## src/sv/bsdq_pkg.sv

```systemverilog
// bsdq_pkg: shared constants, codes and item types for the buffer slot deque
// used by every module of the block; depends on nothing
`default_nettype none

package bsdq_pkg;

  // pool size and derived widths
  localparam int SLOTS  = 8;
  localparam int SLOT_W = 3;
  localparam int PTR_W  = $clog2(SLOTS);
  localparam int CNT_W  = $clog2(SLOTS + 1);
  localparam int SUM_W  = CNT_W + 1;

  localparam logic [CNT_W-1:0] SLOTS_CNT = CNT_W'(SLOTS);
  localparam logic [SUM_W-1:0] SLOTS_SUM = SUM_W'(SLOTS);

  // action codes of an input item
  typedef enum logic [1:0] {
    ACT_PROD_OBTAIN = 2'd0,
    ACT_PROD_SUBMIT = 2'd1,
    ACT_CONS_OBTAIN = 2'd2,
    ACT_CONS_SUBMIT = 2'd3
  } action_t;

  // result status codes
  typedef enum logic [1:0] {
    ST_DONE    = 2'd0,
    ST_EMPTY   = 2'd1,
    ST_REFUSED = 2'd2
  } status_t;

  typedef struct packed {
    action_t           action;
    logic [SLOT_W-1:0] slot_in;
  } in_item_t;

  typedef struct packed {
    logic [SLOT_W-1:0] slot_out;
    status_t           status;
  } out_item_t;

  // list bookkeeping exported from the core for checking
  typedef struct packed {
    logic [CNT_W-1:0] held_count;
    logic [SLOTS-1:0] marks;
  } bsdq_stat_t;

  // fold a sum below twice the pool size back into a ring index
  function automatic logic [PTR_W-1:0] ring_wrap(input logic [SUM_W-1:0] v);
    logic [SUM_W-1:0] r;
    r = (v >= SLOTS_SUM) ? (v - SLOTS_SUM) : v;
    return r[PTR_W-1:0];
  endfunction

endpackage

`default_nettype wire

```

## src/sv/bsdq_in_stage.sv

```systemverilog
// bsdq_in_stage: input register of the deque, holds one accepted item
// depends on bsdq_pkg for the item type
`default_nettype none

module bsdq_in_stage (
  input  wire logic              clk,
  input  wire logic              rst_n,
  input  wire logic              in_valid,
  output logic                   in_stall,
  input  wire bsdq_pkg::in_item_t in_item,
  input  wire logic              advance,
  output logic                   s1_valid,
  output bsdq_pkg::in_item_t     s1_item
);

  logic               s1_valid_r;
  logic               s1_valid_nxt;
  bsdq_pkg::in_item_t s1_item_r;

  // the register frees up when its item moves on this cycle
  assign in_stall = s1_valid_r & ~advance;

  always_comb begin
    s1_valid_nxt = s1_valid_r;
    if (!in_stall) begin
      s1_valid_nxt = in_valid;
    end
  end

  // valid bit
  always_ff @(posedge clk) begin
    if (!rst_n) begin
      s1_valid_r <= 1'b0;
    end else begin
      s1_valid_r <= s1_valid_nxt;
    end
  end

  // item payload
  always_ff @(posedge clk) begin
    if (in_valid && !in_stall) begin
      s1_item_r <= in_item;
    end
  end

  assign s1_valid = s1_valid_r;
  assign s1_item  = s1_item_r;

endmodule

`default_nettype wire

```

## src/sv/bsdq_core.sv

```systemverilog
// bsdq_core: slot ring, top pointer, fill count and in-list marks; computes
// the result of one action and commits the update when the item moves on
// depends on bsdq_pkg
`default_nettype none

module bsdq_core (
  input  wire logic               clk,
  input  wire logic               rst_n,
  input  wire logic               fire,
  input  wire bsdq_pkg::in_item_t item,
  output bsdq_pkg::out_item_t     result,
  output bsdq_pkg::bsdq_stat_t    stat
);

  logic [bsdq_pkg::SLOT_W-1:0] ring_r [bsdq_pkg::SLOTS];
  logic [bsdq_pkg::PTR_W-1:0]  top_r;
  logic [bsdq_pkg::PTR_W-1:0]  top_nxt;
  logic [bsdq_pkg::CNT_W-1:0]  count_r;
  logic [bsdq_pkg::CNT_W-1:0]  count_nxt;
  logic [bsdq_pkg::SLOTS-1:0]  marks_r;
  logic [bsdq_pkg::SLOTS-1:0]  marks_nxt;

  logic                        ring_we;
  logic [bsdq_pkg::PTR_W-1:0]  ring_wa;
  logic [bsdq_pkg::PTR_W-1:0]  bottom_pos;
  logic [bsdq_pkg::PTR_W-1:0]  below_pos;
  logic [bsdq_pkg::PTR_W-1:0]  above_top;
  logic [bsdq_pkg::PTR_W-1:0]  next_top;
  logic [bsdq_pkg::PTR_W-1:0]  slot_idx;
  logic                        slot_bad;
  logic [bsdq_pkg::SLOT_W-1:0] got;
  logic [bsdq_pkg::PTR_W-1:0]  got_idx;

  // ring positions around the current list
  assign bottom_pos = bsdq_pkg::ring_wrap(bsdq_pkg::SUM_W'(top_r) +
                                          bsdq_pkg::SUM_W'(count_r) -
                                          bsdq_pkg::SUM_W'(1));
  assign below_pos  = bsdq_pkg::ring_wrap(bsdq_pkg::SUM_W'(top_r) +
                                          bsdq_pkg::SUM_W'(count_r));
  assign next_top   = bsdq_pkg::ring_wrap(bsdq_pkg::SUM_W'(top_r) +
                                          bsdq_pkg::SUM_W'(1));
  assign above_top  = (top_r == '0) ? bsdq_pkg::PTR_W'(bsdq_pkg::SLOTS - 1)
                                    : (top_r - bsdq_pkg::PTR_W'(1));

  assign slot_idx = bsdq_pkg::PTR_W'(item.slot_in);
  assign slot_bad = (bsdq_pkg::SUM_W'(item.slot_in) >= bsdq_pkg::SLOTS_SUM) ||
                    marks_r[slot_idx] || (count_r >= bsdq_pkg::SLOTS_CNT);

  // action decode and next state
  always_comb begin
    top_nxt         = top_r;
    count_nxt       = count_r;
    marks_nxt       = marks_r;
    ring_we         = 1'b0;
    ring_wa         = below_pos;
    got             = '0;
    got_idx         = '0;
    result.slot_out = '0;
    result.status   = bsdq_pkg::ST_DONE;
    unique case (item.action)
      bsdq_pkg::ACT_PROD_OBTAIN,
      bsdq_pkg::ACT_CONS_OBTAIN: begin
        if (count_r == '0) begin
          result.status = bsdq_pkg::ST_EMPTY;
        end else begin
          if (item.action == bsdq_pkg::ACT_PROD_OBTAIN) begin
            got = ring_r[bottom_pos];
          end else begin
            got     = ring_r[top_r];
            top_nxt = next_top;
          end
          got_idx            = bsdq_pkg::PTR_W'(got);
          result.slot_out    = got;
          count_nxt          = count_r - bsdq_pkg::CNT_W'(1);
          marks_nxt[got_idx] = 1'b0;
        end
      end
      bsdq_pkg::ACT_PROD_SUBMIT,
      bsdq_pkg::ACT_CONS_SUBMIT: begin
        if (slot_bad) begin
          result.status = bsdq_pkg::ST_REFUSED;
        end else begin
          ring_we = 1'b1;
          if (item.action == bsdq_pkg::ACT_PROD_SUBMIT) begin
            top_nxt = above_top;
            ring_wa = above_top;
          end
          count_nxt           = count_r + bsdq_pkg::CNT_W'(1);
          marks_nxt[slot_idx] = 1'b1;
        end
      end
      default: begin
        result.status = bsdq_pkg::ST_DONE;
      end
    endcase
  end

  // pointers, count and marks
  always_ff @(posedge clk) begin
    if (!rst_n) begin
      top_r   <= '0;
      count_r <= bsdq_pkg::SLOTS_CNT;
      marks_r <= '1;
    end else if (fire) begin
      top_r   <= top_nxt;
      count_r <= count_nxt;
      marks_r <= marks_nxt;
    end
  end

  // slot ring, one entry written per accepted submit
  always_ff @(posedge clk) begin
    if (!rst_n) begin
      for (int i = 0; i < bsdq_pkg::SLOTS; i++) begin
        ring_r[i] <= bsdq_pkg::SLOT_W'(i);
      end
    end else if (fire && ring_we) begin
      ring_r[ring_wa] <= item.slot_in;
    end
  end

  assign stat.held_count = count_r;
  assign stat.marks      = marks_r;

endmodule

`default_nettype wire

```

## src/sv/buffer_slot_deque_top.sv

```systemverilog
// buffer_slot_deque_top: top level of the buffer slot deque, input stage,
// core and result register; depends on bsdq_pkg, bsdq_in_stage, bsdq_core
`default_nettype none

// Buffer slot deque. Keeps the free slots of an 8-slot pool in one ordered
// list; after reset all slots are in it with slot 0 on top. Each input item
// is one action (producer obtain from bottom, producer submit to top,
// consumer obtain from top, consumer submit to bottom) and yields exactly
// one result: a slot number and a status. An obtain on an empty list, and a
// submit of a slot already in the list, are refused and leave the list as
// it was. Without a stall at the output one item is taken every clock cycle.
// An accepted item is held in the input register, the list update is done
// while it sits there and is committed as the item moves on, and its result
// is then held in the result register until it is taken. A stalled result
// holds the input register, which then stalls the input.

module buffer_slot_deque_top (
  input  wire logic                clk,
  input  wire logic                rst_n,
  input  wire logic                in_valid,
  output logic                     in_stall,
  input  wire bsdq_pkg::in_item_t  in_item,
  output logic                     out_valid,
  input  wire logic                out_stall,
  output bsdq_pkg::out_item_t      out_item
);

  logic                 s1_valid;
  bsdq_pkg::in_item_t   s1_item;
  logic                 advance;
  bsdq_pkg::out_item_t  result;
  bsdq_pkg::bsdq_stat_t stat;

  logic                 out_valid_r;
  logic                 out_valid_nxt;
  bsdq_pkg::out_item_t  out_item_r;

  // an item moves into the result register when it is empty or being taken
  assign advance = s1_valid & (~out_valid_r | ~out_stall);

  bsdq_in_stage u_in_stage (
    .clk      (clk),
    .rst_n    (rst_n),
    .in_valid (in_valid),
    .in_stall (in_stall),
    .in_item  (in_item),
    .advance  (advance),
    .s1_valid (s1_valid),
    .s1_item  (s1_item)
  );

  bsdq_core u_core (
    .clk    (clk),
    .rst_n  (rst_n),
    .fire   (advance),
    .item   (s1_item),
    .result (result),
    .stat   (stat)
  );

  // result register
  always_comb begin
    out_valid_nxt = out_valid_r;
    if (advance) begin
      out_valid_nxt = 1'b1;
    end else if (!out_stall) begin
      out_valid_nxt = 1'b0;
    end
  end

  always_ff @(posedge clk) begin
    if (!rst_n) begin
      out_valid_r <= 1'b0;
    end else begin
      out_valid_r <= out_valid_nxt;
    end
  end

  always_ff @(posedge clk) begin
    if (advance) begin
      out_item_r <= result;
    end
  end

  assign out_valid = out_valid_r;
  assign out_item  = out_item_r;

`ifndef SYNTH
  // list never holds more than the pool
  a_count_bound: assert property (@(posedge clk) disable iff (!rst_n)
    stat.held_count <= bsdq_pkg::SLOTS_CNT)
    else $error("held count above pool size");

  // marks agree with the fill count
  a_marks_count: assert property (@(posedge clk) disable iff (!rst_n)
    $countones(stat.marks) == int'(stat.held_count))
    else $error("in-list marks disagree with held count");

  // a refused obtain hands out nothing
  a_empty_zero: assert property (@(posedge clk) disable iff (!rst_n)
    (out_valid && out_item.status == bsdq_pkg::ST_EMPTY) |-> out_item.slot_out == '0)
    else $error("empty result carries a slot");

  // an obtain that completes shrinks the list by one
  a_obtain_shrinks: assert property (@(posedge clk) disable iff (!rst_n)
    (advance && result.status == bsdq_pkg::ST_DONE &&
     (s1_item.action == bsdq_pkg::ACT_PROD_OBTAIN ||
      s1_item.action == bsdq_pkg::ACT_CONS_OBTAIN))
    |=> stat.held_count == $past(stat.held_count) - bsdq_pkg::CNT_W'(1))
    else $error("obtain did not shrink the list");
`endif

endmodule

`default_nettype wire
```

## config.mk

```make
export PLATFORM = sky130hd
export DESIGN_NAME = buffer_slot_deque_top
export DESIGN_NICKNAME = d
export VERILOG_FILES = /design/src/sv/bsdq_pkg.sv /design/src/sv/bsdq_in_stage.sv /design/src/sv/bsdq_core.sv /design/src/sv/buffer_slot_deque_top.sv
export SDC_FILE = /design/constraint.sdc
export NUM_CORES = 1
export LEC_CHECK = 0
export BUFFER_PORTS_ARGS = -buffer_cell sky130_fd_sc_hd__buf_2
export CAP_MARGIN = 0
export CORE_UTILIZATION = 35
export DETAILED_ROUTE_END_ITERATION = 10
export GPL_ROUTABILITY_DRIVEN = 0
export SLEW_MARGIN = 20
export SYNTH_ARGS = -nofsm -noshare
export SYNTH_HDL_FRONTEND = slang
export SYNTH_HIERARCHICAL = 1
export SYNTH_SLANG_ARGS = --single-unit
```

## constraint.sdc

```tcl
create_clock -name clk -period 5.37 [get_ports clk]
set_input_delay 0.2685 -clock clk [delete_from_list [all_inputs] [get_ports clk]]
set_output_delay 0.2685 -clock clk [all_outputs]
set_load 0.05 [all_outputs]
```

==> reports/metrics.yaml, run 1 <==
die_w_um: 94.0
avgSynthCellArea_um2: 11.5
tns_ps: 0
post_cts_buffers: 0
antenna_cells: 0
holdBufCountCts: 0
numCtsBuffers: 5
path_buf_inv: 0
grt_usage_pct: 15.5
min_from: "in_item[4]"
nets: 290
antenna_left: 0
cts_tree: "yes"
path_class: "register to register"
die_area_um2: 8830
critPathLaunchType: "register"
cp.required_ps: 5340
fmax_mhz: 331
cts.path.max_buffers: 2
period_minus_slack_ps: 3030
drt_iter0_markers: 102
netlist_instances: 257
viasPerCell: 5.64
fin_crit_sh_pct: 56.3
grt_max_degree: 19
cpMaxStageDelayCell: "edfxtp_1"
cts.sinks: 54
p_sw_share_pct: 28.5
slew-limit-headroom_pct: 45.7
antenna_found_initial: 0
core_um2: 8220
dr.pass1.iters: 5
start_util_pct: 36.0
ios: 16
wirelength_um: 6480
pwr-share-clk_pct: 31.0
place_ws_ps: 2380
rsz0062_at_grt: "false"
drive_above_1_share_pct: 17.8
num_rows: 33
wl_per_cell_um: 17.3
final-setup-viol-count: 0
final_util_pct: 39.4
status: "finished, final reports clean"
maxCapViolations: 0
clk_latency_ps: 320
ctsRootBufferMaster: "clkbuf_8"
syn_area_um2: 2960
num_vias: 2109
peakVddDrop_v: 0.000101
fin_ws_ps: 2340
yosysSeqAreaShare_pct: 48.0
cp-end-kind: "register"
maxSlewViolCount: 0
drc: 0
path_delay_family: "compound AO/OA/AOI/OAI gates"
r2r-start: "u_in_stage/s1_item[0]"
leakage_nw: 1.08
seqPwrFrac_pct: 51.2
grt_remaining_overflow: 0
p_per_area_nw_per_um2: 287
dp_hpwl_um: 4970
final-hold-violation-count: 0
worst_slew_pin_slew_ps: 807
grt_pass1_wl_um: 10300
clkTransAtPathRegs_ps: 110
power.total_mw: 0.930
final_area_um2: 3240
power_frac_comb_pct: 17.8
internal-power_mw: 0.665
synth_seq_cells: 54
power_switching_mw: 0.265
io_buffers: 15
areaGrowthSynthToFinish_pct: 9.39
htreeDepth: 2
holdCritPathClass: "input pin to register"
synth_cell_types: 42
crit_start: "u_in_stage/s1_item[0]"
finClkSkew_ps: 13.3
synth_warnings: 6
cts_resized: 0
cpPeakStageDelay_ps: 620
die-height_um: 94.0
placed_area_um2: 3120
path_cells: "mux4_2 > a221o_1 > or4_4 > o21ai_0"
grt_pass1_vias: 2023
syn_nets: 279
arrival_ps: 3000
crit_fanout: 13
[cells in the mapped netlist]
cell | count | area (um2)
or3_1 | 13 | 81.3
xnor3_1 | 1 | 22.5
nor3b_1 | 4 | 30.0
o21ai_1 | 1 | 5.00
nand3_1 | 6 | 30.0
a211oi_1 | 9 | 67.6
a311oi_1 | 4 | 35.0
o31ai_1 | 1 | 7.51
o21ai_0 | 12 | 60.1
a21boi_0 | 1 | 7.51
dfxtp_1 | 20 | 400
buf_6 | 1 | 11.3
nand2_1 | 8 | 30.0
or4_1 | 2 | 15.0
a31oi_1 | 9 | 56.3
or4_4 | 1 | 11.3
o21ai_2 | 1 | 8.76
and2_1 | 2 | 12.5
nor4_1 | 2 | 12.5
inv_1 | 13 | 48.8
nor2b_1 | 7 | 43.8
ha_1 | 11 | 138
xnor2_1 | 3 | 26.3
nor3_1 | 7 | 35.0
o21a_1 | 2 | 15.0
a21oi_1 | 13 | 65.1
nor2b_4 | 1 | 13.8
or2_2 | 2 | 12.5
clkbuf_1 | 11 | 41.3
mux2i_1 | 4 | 40.0
a221oi_1 | 1 | 8.76
a221o_1 | 1 | 10.0
o211ai_1 | 1 | 7.51
nor2_1 | 19 | 71.3
fa_1 | 2 | 40.0
mux2_2 | 5 | 56.3
edfxtp_1 | 34 | 1020
o21ba_2 | 1 | 10.0
mux4_2 | 13 | 293
and3_1 | 3 | 18.8
o2111ai_1 | 1 | 8.76
a21o_1 | 4 | 30.0
[power groups by stage]
| stage | Sequential (mW) | Clock (mW) | Combinational [mW] |
|---|---|---|---|
| floorplan | 0.488 | 0 | 0.121 |
| global placement | 0.486 | 0 | 0.162 |
| detailed placement | 0.486 | 0 | 0.164 |
| CTS | 0.476 | 0.294 | 0.165 |
| global route | 0.479 | 0.309 | 0.182 |
| finish | 0.476 | 0.288 | 0.165 |
[registers in the layout, indices dropped and copies added (netlist names), named ones only]
| signal | cells |
|---|---|
| u_core/top_r | 3 |
| out_valid | 1 |
| u_in_stage/s1_valid | 1 |
| out_item | 5 |
| u_core/marks_r | 8 |
| u_core/ring_r | 24 |
| u_core/count_r | 4 |
| u_in_stage/s1_item | 5 |
[cells in the final DEF, fill, tap and decap left out, types with 6 or more instances in the layout]
| cell | netlist | routed |
|---|---|---|
| or3_1 | 13 | 13 |
| a31oi_1 | 9 | 9 |
| edfxtp_1 | 34 | 34 |
| a211oi_1 | 9 | 9 |
| nand3_1 | 6 | 6 |
| mux4_2 | 13 | 13 |
| a21oi_1 | 13 | 13 |
| dfxtp_1 | 20 | 20 |
| buf_2 | 0 | 15 |
| inv_1 | 13 | 13 |
| nand2_1 | 8 | 8 |
| ha_1 | 11 | 11 |
| nor2b_1 | 7 | 7 |
| o21ai_0 | 12 | 12 |
| nor3_1 | 7 | 7 |
| nor2_1 | 19 | 19 |
[routing by layer]
metal	part of all wire (%)	routed length, um	GRT usage, %	vias up
met4	1.1	74	5.51	0
met3	5.3	345	3.32	8
met5	0	0	0	-
li1	-	-	-	1006
met1	47	3060	21.2	1024
met2	46	3000	24.3	71
[through the flow]
step | std cells | hold WS [ps]
floorplan | 257 | 367
global placement | 366 | 447
detailed placement | 366 | 447
CTS | 374 | 108
global route | 374 | 99.2
finish | 374 | 112
[cell families (layout without fill, tap and decap cells)]
group                      after synthesis  after routing  synth area share [%]
buffers and inverters                   25             37                  3.43
and+or+nand+nor                         77             77                  14.1
AOI/OAI and AO/OA                       62             62                  13.6
adders and majority gates               13             13                  6.00
DFF                                     54             54                  48.0
xor gates and xnor gates                 4              4                  1.65
muxes                                   22             22                  13.1
[worst paths after layout]
kind,endpoint,slack [ps],depth (start not counted)
worst max register to register,u_core/ring_r[4][2],2340,4
worst min-delay path,u_in_stage/s1_item[4],110,1
worst min register to register,out_valid,540,2
worst max-delay path,u_core/ring_r[4][2],2340,4
[final cells by class]
type,instances,area [um2]
multi-input combinational,178,1440
clock buffer,5,68.8
tap,105,131
inverter,13,48.8
timing repair buffer,16,82.6
fill,799,4980
clock inverter,3,47.5
sequential,54,1420
No activity file was read; power rests on OpenSTA's default activity.
==> inputs of run 2 (changes only) <==
- ABC_AREA: not set -> 1
- clock period: 5.37 -> 3.1 ns (I/O delays scaled with it)
==> run 2 against run 1 <==
Compared with the run above:
- combinational power grew 140%
- setup slack lost 1900 ps
- clock skew shrank 6.3 ps
- highest routed layer unchanged
- routed wire length grew 13%
- die area grew 12%
- non-clock buffer count grew 3
==> reports/metrics.yaml, run 2 <==
leakage_nw: 1.61  # +49%
peakVddDrop_v: 0.000208  # +110%
syn_area_um2: 3310  # +12%
cts.path.max_buffers: 2  # unchanged
tns_ps: 0  # unchanged
finClkSkew_ps: 7.01  # -6.32 ps
synth_top_cell_by_area: "edfxtp_1"
wirelength_um: 7340  # +13%
grt_usage_pct: 16.1  # +0.53 points
wl_per_cell_um: 12.9  # -25%
antenna_cells: 0  # unchanged
final_cell_mix: "nand2_1, inv_1, nand3_1"
synth_warnings: 6  # unchanged
cp-end-kind: "register"
grt_pass1_wl_um: 12500  # +22%
netlist_instances: 444  # +73%
async_flop_share_pct: 0  # unchanged
synthTopCellsByArea: "edfxtp_1, nand2_1, dfxtp_1"
drt_iter0_markers: 184  # +80%
num_vias: 2801  # +33%
dp_cells: 559  # +53%
numCtsBuffers: 5  # unchanged
core_um2: 9200  # +12%
syn_nets: 466  # +67%
antenna_left: 0  # unchanged
nets: 478  # +65%
crit_fanout: 8  # -5
final-hold-violation-count: 0  # unchanged
top_regs: "u_core/ring_r: 24 flops, u_core/marks_r: 8 flops"
cts_tree: "yes"
largest_register_ffs: 24  # unchanged
rsz0062_at_grt: "false"
post_cts_buffers: 0  # unchanged
avgSynthCellArea_um2: 7.46  # -35%
synth_top_cells_by_count: "nand2_1, inv_1, nand3_1"
cpMaxStageDelayCell: "fa_1"
cp.required_ps: 3320  # -2020 ps
synth_edf_count: 34  # unchanged
dp_hpwl_um: 5590  # +13%
synth_most_common_cell: "nand2_1"
grt_remaining_overflow: 0  # unchanged
status: "finished, final reports clean"
dr.pass1.iters: 6  # +1
period_minus_slack_ps: 2650  # -376 ps
cts.sinks: 54  # unchanged
min_path_cells: 1  # unchanged
holdCritPathClass: "input pin to register"
ctsRootBufferMaster: "clkbuf_8"
areaGrowthSynthToFinish_pct: 8.08
viasPerCell: 4.93  # -13%
path_cells: "ha_1 > fa_1 > inv_1 > ha_1 > inv_1 > nand3_1 > nand2_1 > nand3_1 > nand3_1 > nand2_1 > nor2_1 > nand2_1 > nand2_1 > nand2_1"
slew-limit-headroom_pct: 64.7  # +19 points
die_w_um: 99.3  # +5.7%
io_buffers: 15  # unchanged
ios: 16  # unchanged
clkTransAtPathRegs_ps: 100  # about the same
yosysSeqAreaShare_pct: 42.9  # -5.1 points
path_class: "register to register"
grt_pass1_vias: 2589  # +28%
whs_ps: 15.5  # -96.8 ps
cpPeakStageDelay_ps: 500  # -120 ps
drc: 0  # unchanged
fmax_mhz: 377  # +14%
start_util_pct: 36.0  # about the same
antenna_found_initial: 0  # unchanged
clk_latency_ps: 310  # about the same
cts_resized: 0  # unchanged
synth_cell_types: 30  # -29%
final_common_cell: "nand2_1"
final-setup-viol-count: 0  # unchanged
crit_top_cell: "nand2_1"
maxSlewViolCount: 0  # unchanged
grt_max_degree: 25  # +6
holdBufCountCts: 0  # unchanged
htreeDepth: 2  # unchanged
final_area_um2: 3580  # +11%
die_area_um2: 9860  # +12%
p_per_area_nw_per_um2: 452  # +57%
power.total_mw: 1.62  # +74%
maxCapViolations: 0  # unchanged
drive_above_1_share_pct: 13.3  # -4.5 points
placed_area_um2: 3490  # +12%
num_rows: 35  # +6.1%
worst_slew_pin_slew_ps: 529  # -278 ps
r2r_cells: 14  # +10
arrival_ps: 2870  # -130 ps
critPathLaunchType: "register"
layout.cells.non_filler: 568  # +52%
netlist.area_leader.share_pct: 30.8  # -3.7 points
synth_seq_cells: 54  # unchanged
fin_crit_sh_pct: 85.5  # +29 points
die-height_um: 99.3  # +5.7%
top_register: "u_core/ring_r"
synth_ff_type: "edfxtp_1"
-- run 2: cell types whose count changed in the layout (fill, tap and decap cells not counted), moves of 13 or more --
cell / before / now
inv_1: 13 / 47
or3_1: 13 / 0
nand2_1: 8 / 136
o21ai_0: 12 / 34
nor2_1: 19 / 39
nand3_1: 6 / 41
mux4_2: 13 / 0
-- run 2: where the power goes --
group          leakage [nW]  switching [mW]  total, mW  internal, mW
registers             0.465          0.0282      0.821         0.793
logic                  1.10           0.278      0.402         0.124
clock network        0.0432           0.237      0.397         0.161
total                  1.61           0.543       1.62          1.08
-- run 2: final timing paths --
check	startpoint	to	slack [ps]
max	u_core/count_r[0]	u_core/marks_r[2]	450
min	in_item[3]	u_in_stage/s1_item[3]	20
max reg2reg	u_core/count_r[0]	u_core/marks_r[2]	450
min reg2reg	u_core/marks_r[4]	u_core/marks_r[4]	460
-- run 2: worst max-delay path: cells and delay by family (launching register included) --
family | cells | cell delay (ps)
and+or+nand+nor | 9 | 860
adders and majority gates | 3 | 1090
DFF | 1 | 370
buffers and inverters | 2 | 240
-- run 2: final cells by class --
type | count | area [um2]
Sequential cell | 54 | 1420
Inverter | 56 | 210
Multi-Input combinational cell | 320 | 1620
Clock buffer | 6 | 72.6
Clock inverter | 2 | 12.5
Tap cell | 111 | 139
Timing Repair Buffer | 19 | 108
Fill cell | 960 | 5610
-- run 2: metal layers --
metal	part of all wire, %	vias to the layer above	GRT usage (%)
met5	0	-	0
met4	1.5	0	5.32
met3	2.8	7	2.04
met2	47	57	27.2
met1	48	1287	21.2
li1	-	1450	-
-- run 2: stage by stage --
stage / util [%] / setup WS (ps)
after floorplan: - / 657
after global placement: 37.9 / 527
final: 39.0 / 451
after detailed placement: 37.9 / 459
after global routing: 39.0 / 119
after CTS: 38.8 / 432
-- run 2: cell families (layout without fill, tap and decap cells) --
group / after synthesis / count (layout) / share of synthesized area, %
xor+xnor: 3 / 3 / 0.793
simple gates: 249 / 249 / 33.4
flops: 54 / 54 / 42.9
fa+ha+maj: 13 / 13 / 5.36
buf+inv: 70 / 83 / 8.27
compound gates: 55 / 55 / 9.29
